<file path="config.mk">
export PLATFORM = sky130hd
export DESIGN_NAME = ldax_fifo
export DESIGN_NICKNAME = d
export VERILOG_FILES = /design/src/rtl/core/ldax_pkg.sv /design/src/rtl/core/ldax_fifo.sv
export SDC_FILE = /design/constraint.sdc
export NUM_CORES = 1
export LEC_CHECK = 0
export BUFFER_PORTS_ARGS = -buffer_cell sky130_fd_sc_hd__buf_4
export CAP_MARGIN = 20
export CORE_ASPECT_RATIO = 1.75
export CORE_MARGIN = 2
export CORE_UTILIZATION = 45
export CTS_BUF_LIST = sky130_fd_sc_hd__clkbuf_8
export CTS_CLUSTER_SIZE = 30
export DETAILED_ROUTE_END_ITERATION = 8
export MAX_ROUTING_LAYER = met4
export PLACE_DENSITY = 0.56
export SETUP_SLACK_MARGIN = 0.2
export SLEW_MARGIN = 20
export SYNTH_ARGS = -nofsm -noshare
export SYNTH_HDL_FRONTEND = slang
export SYNTH_SLANG_ARGS = --single-unit
</file>
<file path="constraint.sdc">
create_clock -name clk -period 7.5 [get_ports clk]
set_input_delay 0.75 -clock clk [delete_from_list [all_inputs] [get_ports clk]]
set_output_delay 0.75 -clock clk [all_outputs]
set_load 0.03 [all_outputs]
</file>
<file path="src/rtl/core/ldax_pkg.sv">
// Shared constants and types for the LDA exchange potential cube-root block.
package ldax_pkg;

  localparam int FRAC_BITS  = 24;
  localparam int COEF_FRAC  = 24;
  localparam int DATA_W     = 32;
  localparam int COEF_W     = 25;
  localparam int FLOOR_W    = 31;
  localparam int CFG_W      = 31;
  localparam int IDX_W      = 1;
  localparam int RHO_W      = 31;

  localparam int RAD_USED   = RHO_W + 2 * FRAC_BITS;
  localparam int ROOT_W     = (RAD_USED + 2) / 3;
  localparam int RAD_W      = 3 * ROOT_W;
  localparam int SQ_W       = 2 * ROOT_W;
  localparam int REM_W      = 2 * ROOT_W + 2;
  localparam int WORK_W     = 2 * ROOT_W + 5;
  localparam int PROD_W     = COEF_W + ROOT_W;
  localparam int MAG_W      = DATA_W + 1;

  localparam int PIPE_LAT   = ROOT_W + 3;
  localparam int FIFO_AW    = $clog2(PIPE_LAT + 1);
  localparam int FIFO_DEPTH = 2 ** FIFO_AW;
  localparam int CNT_W      = FIFO_AW + 1;

  localparam logic [COEF_W-1:0] COEF_RESET  = COEF_W'(16521280);
  localparam logic [FLOOR_W-1:0] FLOOR_RESET = '0;
  localparam logic [MAG_W-1:0]  MAG_LIMIT   = MAG_W'(1) << (DATA_W - 1);

  typedef enum logic [IDX_W-1:0] {
    REG_COEF  = 1'b0,
    REG_FLOOR = 1'b1
  } cfg_reg_t;

  typedef struct packed {
    logic              valid;
    logic              zero;
    logic [RAD_W-1:0]  rad;
    logic [REM_W-1:0]  rem;
    logic [ROOT_W-1:0] root;
    logic [SQ_W-1:0]   sq;
  } cbrt_stage_t;

endpackage

</file>
<file path="src/rtl/core/ldax_fifo.sv">
// Result queue between the arithmetic pipeline and the output channel.
module ldax_fifo
  import ldax_pkg::*;
(
  input  logic              clk,
  input  logic              rst,
  input  logic              wr_en,
  input  logic [DATA_W-1:0] wr_data,
  input  logic              rd_en,
  output logic [DATA_W-1:0] rd_data,
  output logic              not_empty
);

  logic [DATA_W-1:0]  mem [FIFO_DEPTH];
  logic [FIFO_AW-1:0] wr_ptr;
  logic [FIFO_AW-1:0] rd_ptr;
  logic [FIFO_AW-1:0] rd_ptr_next;
  logic [CNT_W-1:0]   fill;

  assign rd_ptr_next = rd_en ? rd_ptr + FIFO_AW'(1) : rd_ptr;

  // head register tracks mem[rd_ptr]; a write to the new head address bypasses
  always_ff @(posedge clk) begin
    if (wr_en) begin
      mem[wr_ptr] <= wr_data;
    end
    rd_data <= (wr_en && wr_ptr == rd_ptr_next) ? wr_data : mem[rd_ptr_next];
  end

  always_ff @(posedge clk) begin
    if (rst) begin
      wr_ptr <= '0;
      rd_ptr <= '0;
      fill   <= '0;
    end else begin
      if (wr_en) begin
        wr_ptr <= wr_ptr + FIFO_AW'(1);
      end
      rd_ptr <= rd_ptr_next;
      fill   <= fill + CNT_W'(wr_en) - CNT_W'(rd_en);
    end
  end

  assign not_empty = fill != '0;

endmodule

</file>
Word level (Yosys, flattened, before mapping)
Memory sizes are Yosys's and may differ from the RTL's. A register that Yosys moved wholly into a read port is not among the register bits.
Cells that the tools add are included.
{ "word_totals": {"n_memories": 1, "ram_bits": 1024, "reg_bits": 16, "elab_cells": 12, "output_inout_bits": 33} }
{ "mem_list": {"columns": ["memory", "words", "width", "rd", "rd_ports_with_merged_regs", "wr", "line", "rtl"], "rows": [
  ["mem", 32, 32, 1, 1, 1, "ldax_fifo.sv:14", "logic [DATA_W-1:0] mem [FIFO_DEPTH];"]
]} }
{ "classes": {"n_reduce_logical": 1, "muxes": 3, "addsub": 4} }
{ "op_table": {"columns": ["operator", "n"], "rows": [
  ["$add A5 B1 Y5 const B", 2],
  ["$add A6 B1 Y6", 1],
  ["$reduce_bool A6 Y1", 1],
  ["$sub A6 B1 Y6", 1],
  ["$mux W5", 1],
  ["$mux W1", 2]
]} }

Logic depth before layout (Yosys ltp)
{ "depth": {"ltp_word": 2, "mapped_depth": 10} }

Worst setup path before layout
Ideal clock, no wire load.
{ "synth_path": {"path_type": "input to register", "startpoint": "in wr_en", "endpoint": "mem mem[3][0], enable pin", "setup_slack_ns": 2.730, "setup_ns": 0.501, "path_buffers": 1, "arrival_ns": 4.268, "cell_stages": 3, "cell_sequence": "clkbuf_1 nand2_1 nor4_1"} }
{ "synth_between": {"elab_chain_len": 2} }
{ "synth_rtl": {"columns": ["item", "line", "rtl"], "rows": [
  ["start, declared", "ldax_fifo.sv:7", "input logic wr_en,"],
  ["$mux W1", "ldax_fifo.sv:24", "if (wr_en) begin"],
  ["$mux W1 (not written as such)", "ldax_fifo.sv:25", "mem[wr_ptr] <= wr_data;"],
  ["end, declared", "ldax_fifo.sv:14", null]
]} }
Every way passes these cells.

==> results by group <==
Timing
  – Hold slack: 0.191 ns
  – Worst Max-Slew Pin Slew: 1.10 ns
  – Final hold viol count: 0
  – Total negative setup slack: 0 ns
  – Fmax: 0.199 GHz
  – Period utilization: 0.669
  – Min Tclk post-route: 5.02 ns
  – Setup-failing EPs final: 0
  – Final Skew: 0.0287 ns
  – Final Slew Violations: 0
  – Slew headroom: 0.268
  – RSZ-0062 raised after global routing: no

Clock tree
  – CTS tree: yes
  – Post-CTS resize count: 0
  – CTS Buffer Depth: 3
  – CTS Hold Bufs: 0
  – Clock slew at reported path FFs: 0.06 ns
  – CTS Buf Count: 151
  – Clock Latency Late Sink: 0.85 ns
  – Clock root buffer: clkbuf_8
  – Clock sinks: 1,045
  – Post-CTS Setup Inserts: 0
  – CTS H-tree depth: 4

Floorplan
  – Die area: 0.0920 mm^2
  – Starting density of the core: 0.453
  – Die width: 230 um
  – Die H: 400 um
  – Row count: 145
  – Num ports: 69
  – Core Box Area: 0.0889 mm^2

Placement
  – IO Port Bufs: 68
  – GPL Wtd Cong: 0.753
  – DP HPWL: 53,700 um
  – Post-placement cell count: 3,213

Critical path
  – Launch point of the worst reg-to-reg path: wr_ptr[4]
  – R2R Path End: mem[21][30]
  – Setup crit end: rd_data[13]
  – Slowest-stage cell, CP: dfxtp_4
  – Crit path DAT: 4.27 ns
  – Setup crit start kind: register
  – R2r worst-path depth: 4
  – Critical path data required time: 6.75 ns
  – CP endpoint kind: primary output
  – Critical path, cell by cell: buf_12 -> mux2_2 -> o22ai_1 -> nor3_1 -> or4_1 -> buf_4
  – Kind of cell adding the most delay to the critical path: flip-flops
  – CP Class: reg -> out
  – Critical Path Fanout Max: 168
  – WP buf/inv: 2
  – R2R setup slack: 4.34 ns
  – CP Depth: 6
  – CP peak stage delay: 0.97 ns

Drt
  – Drt wl/cell: 30.4 um
  – Via Count: 20,600
  – Pre-antenna DRT Iters: 7
  – Antenna Nets Post-Route: 0
  – Drt first-iter violations: 1,945
  – DRC violations left: 0
  – Routed wire length: 106,000 um
  – DR vias/cell: 5.91

Finish
  – Fillers: 7,237
  – Share of layout cells above drive strength 1: 0.292
  – Final Core Density: 0.508
  – Cell Count, Final, Fillers Out: 3,482
  – Nets@finish: 2,240
  – Post-synthesis to final-layout area growth: 12.1%

Power
  – Int Pwr: 8890 uW
  – Peak VDD IR: 190 uV
  – P_leak: 0.0141 uW
  – Net Sw Power: 2800 uW
  – Clk network pwr share: 0.357
  – Pwr/cell area: 259 mW/mm^2
  – Sw Ratio: 0.240
  – Combinational share of power: 0.087
  – Sequential share of power: 0.556

Min path
  – Worst hold path type: in -> reg

Synthesis
  – Area leader, netlist: edfxtp_1
  – Dominant synthesized flop cell: edfxtp_1
  – Asr flop ratio synth: 0
  – Syn_area_per_cell: 19.8 um^2
  – Area contributors post-synth: edfxtp_1 (76%), mux4_2 (7.2%), mux2_2 (5.4%)
  – Post-synth cell types: 37
  – Post-synthesis cell count: 2,031
  – Syn nets: 2,081
  – Post-synthesis sequential area ratio: 0.774
  – Yosys reg bits: 1,045
  – Post-synth EDFFs: 1,024
  – Post-synth top area share: 0.764
  – Syn. warnings: 0
  – Synth Cell Area: 0.0403 mm^2

Global routing
  – GR Overflow Total: 0
  – Initial antenna violation count: 7
  – Largest net degree at the start of global routing: 169
  – First-pass GRT wire length: 150,000 um
  – Number of global-route vias before repair: 21,300
  – Total Routing Usage GR: 0.240

Job
  – Maxcap violations: 0

Run status
  – Status: completed
==> through the flow <==
stage               instance area [um^2]  setup WS [ns]  power, uW
floorplan                          40300           2.73       7260
global placement                   42400           3.29       7630
detailed placement                 42400           3.32       7660
CTS                                45100           2.40      11800
global route                       45200           2.28      12100
finish                             45200           2.48      11700
==> cell families (layout without fill, tap and decap cells) <==
| family | count (synthesis) | count (layout) | synth area share |
|---|---|---|---|
| XOR/XNOR | 10 | 10 | 0.00217 |
| other | 0 | 4 | 0 |
| adder cells (fa/ha/maj) | 14 | 14 | 0.00454 |
| AND/OR/NAND/NOR | 246 | 246 | 0.0343 |
| multiplexers | 322 | 322 | 0.126 |
| buffers and inverters | 132 | 403 | 0.0146 |
| AO/OA/AOI/OAI | 262 | 262 | 0.0446 |
| flip-flops | 1045 | 1045 | 0.774 |
==> worst min-delay path by stage <==
| stage | from | depth (start not counted) | slack (ns) | to |
|---|---|---|---|---|
| final | rd_en | 2 | 0.19 | register |
| after global routing | rd_en | 2 | 0.16 | register |
| after detailed placement | rd_ptr[4] | 1 | 0.45 | register |
| after global placement | rd_ptr[4] | 1 | 0.44 | register |
| after CTS | rd_en | 2 | 0.13 | register |
| after floorplan | rd_ptr[4] | 1 | 0.43 | register |
==> registers in the layout, indices dropped and copies added, names as in the netlist, named ones only <==
name,count
mem,1024
fill,6
rd_ptr,5
wr_ptr,5
==> Yosys cell counts (12+ instances only) <==
cell      instances
o21ai_0          65
clkbuf_1         81
edfxtp_1       1024
mux4_2          128
a211oi_1         64
buf_2            13
a22o_1           64
dfxtp_1          21
mux2_2          193
nor3_1           78
nor2_1           30
buf_1            12
or4_1            33
nor2b_1          66
ha_1             13
inv_1            14
o22ai_1          64
==> final cells by class <==
class,instances,area [um^2],share of cell area
Clock inverter,113,618,0.0137
Antenna cell,4,10.0,0.000222
Inverter,14,52.6,0.00116
Tap cell,1176,1470,0.0326
Multi-Input combinational cell,854,8770,0.194
Sequential cell,1045,31200,0.690
Timing Repair Buffer,124,956,0.0212
Clock buffer,152,2090,0.0463
==> layer usage <==
metal | share of wire | track usage | wire length [um] | up-vias
li1 | - | - | - | 8684
met1 | 0.39 | 0.293 | 41400 | 11000
met2 | 0.53 | 0.412 | 56200 | 725
met3 | 0.054 | 0.0374 | 5710 | 149
met4 | 0.024 | 0.0779 | 2560 | 0
met5 | 0 | - | 0 | -
==> placed cells by master, fill, tap and decap left out, types with 3 or more instances in the layout <==
master,instances
edfxtp_1,1024
mux2_2,193
clkbuf_8,152
mux4_2,128
buf_4,122
inv_1,67
nor3_1,66
nor2b_1,65
o21ai_0,65
a22o_1,64
a211oi_1,64
o22ai_1,64
or4_1,33
clkinv_1,30
nor2_4,21
dfxtp_1,19
ha_1,13
nor3_2,12
clkinv_2,11
nand2_1,10
nor2_1,9
nand4_1,7
xnor2_1,6
clkinvlp_4,6
inv_6,6
and2_1,5
diode_2,4
xor2_1,4
bufinv_16,4
nand2b_1,3
inv_8,3
==> power groups by stage <==
| stage | Combinational [uW] | Clock, uW | Sequential (uW) |
|---|---|---|---|
| after floorplan | 655 | 0 | 6600 |
| after global placement | 1010 | 0 | 6620 |
| after detailed placement | 1030 | 0 | 6630 |
| after CTS | 1030 | 4280 | 6500 |
| after global routing | 1090 | 4510 | 6500 |
| final | 1020 | 4180 | 6500 |
No activity file was read; power rests on OpenSTA's default activity.
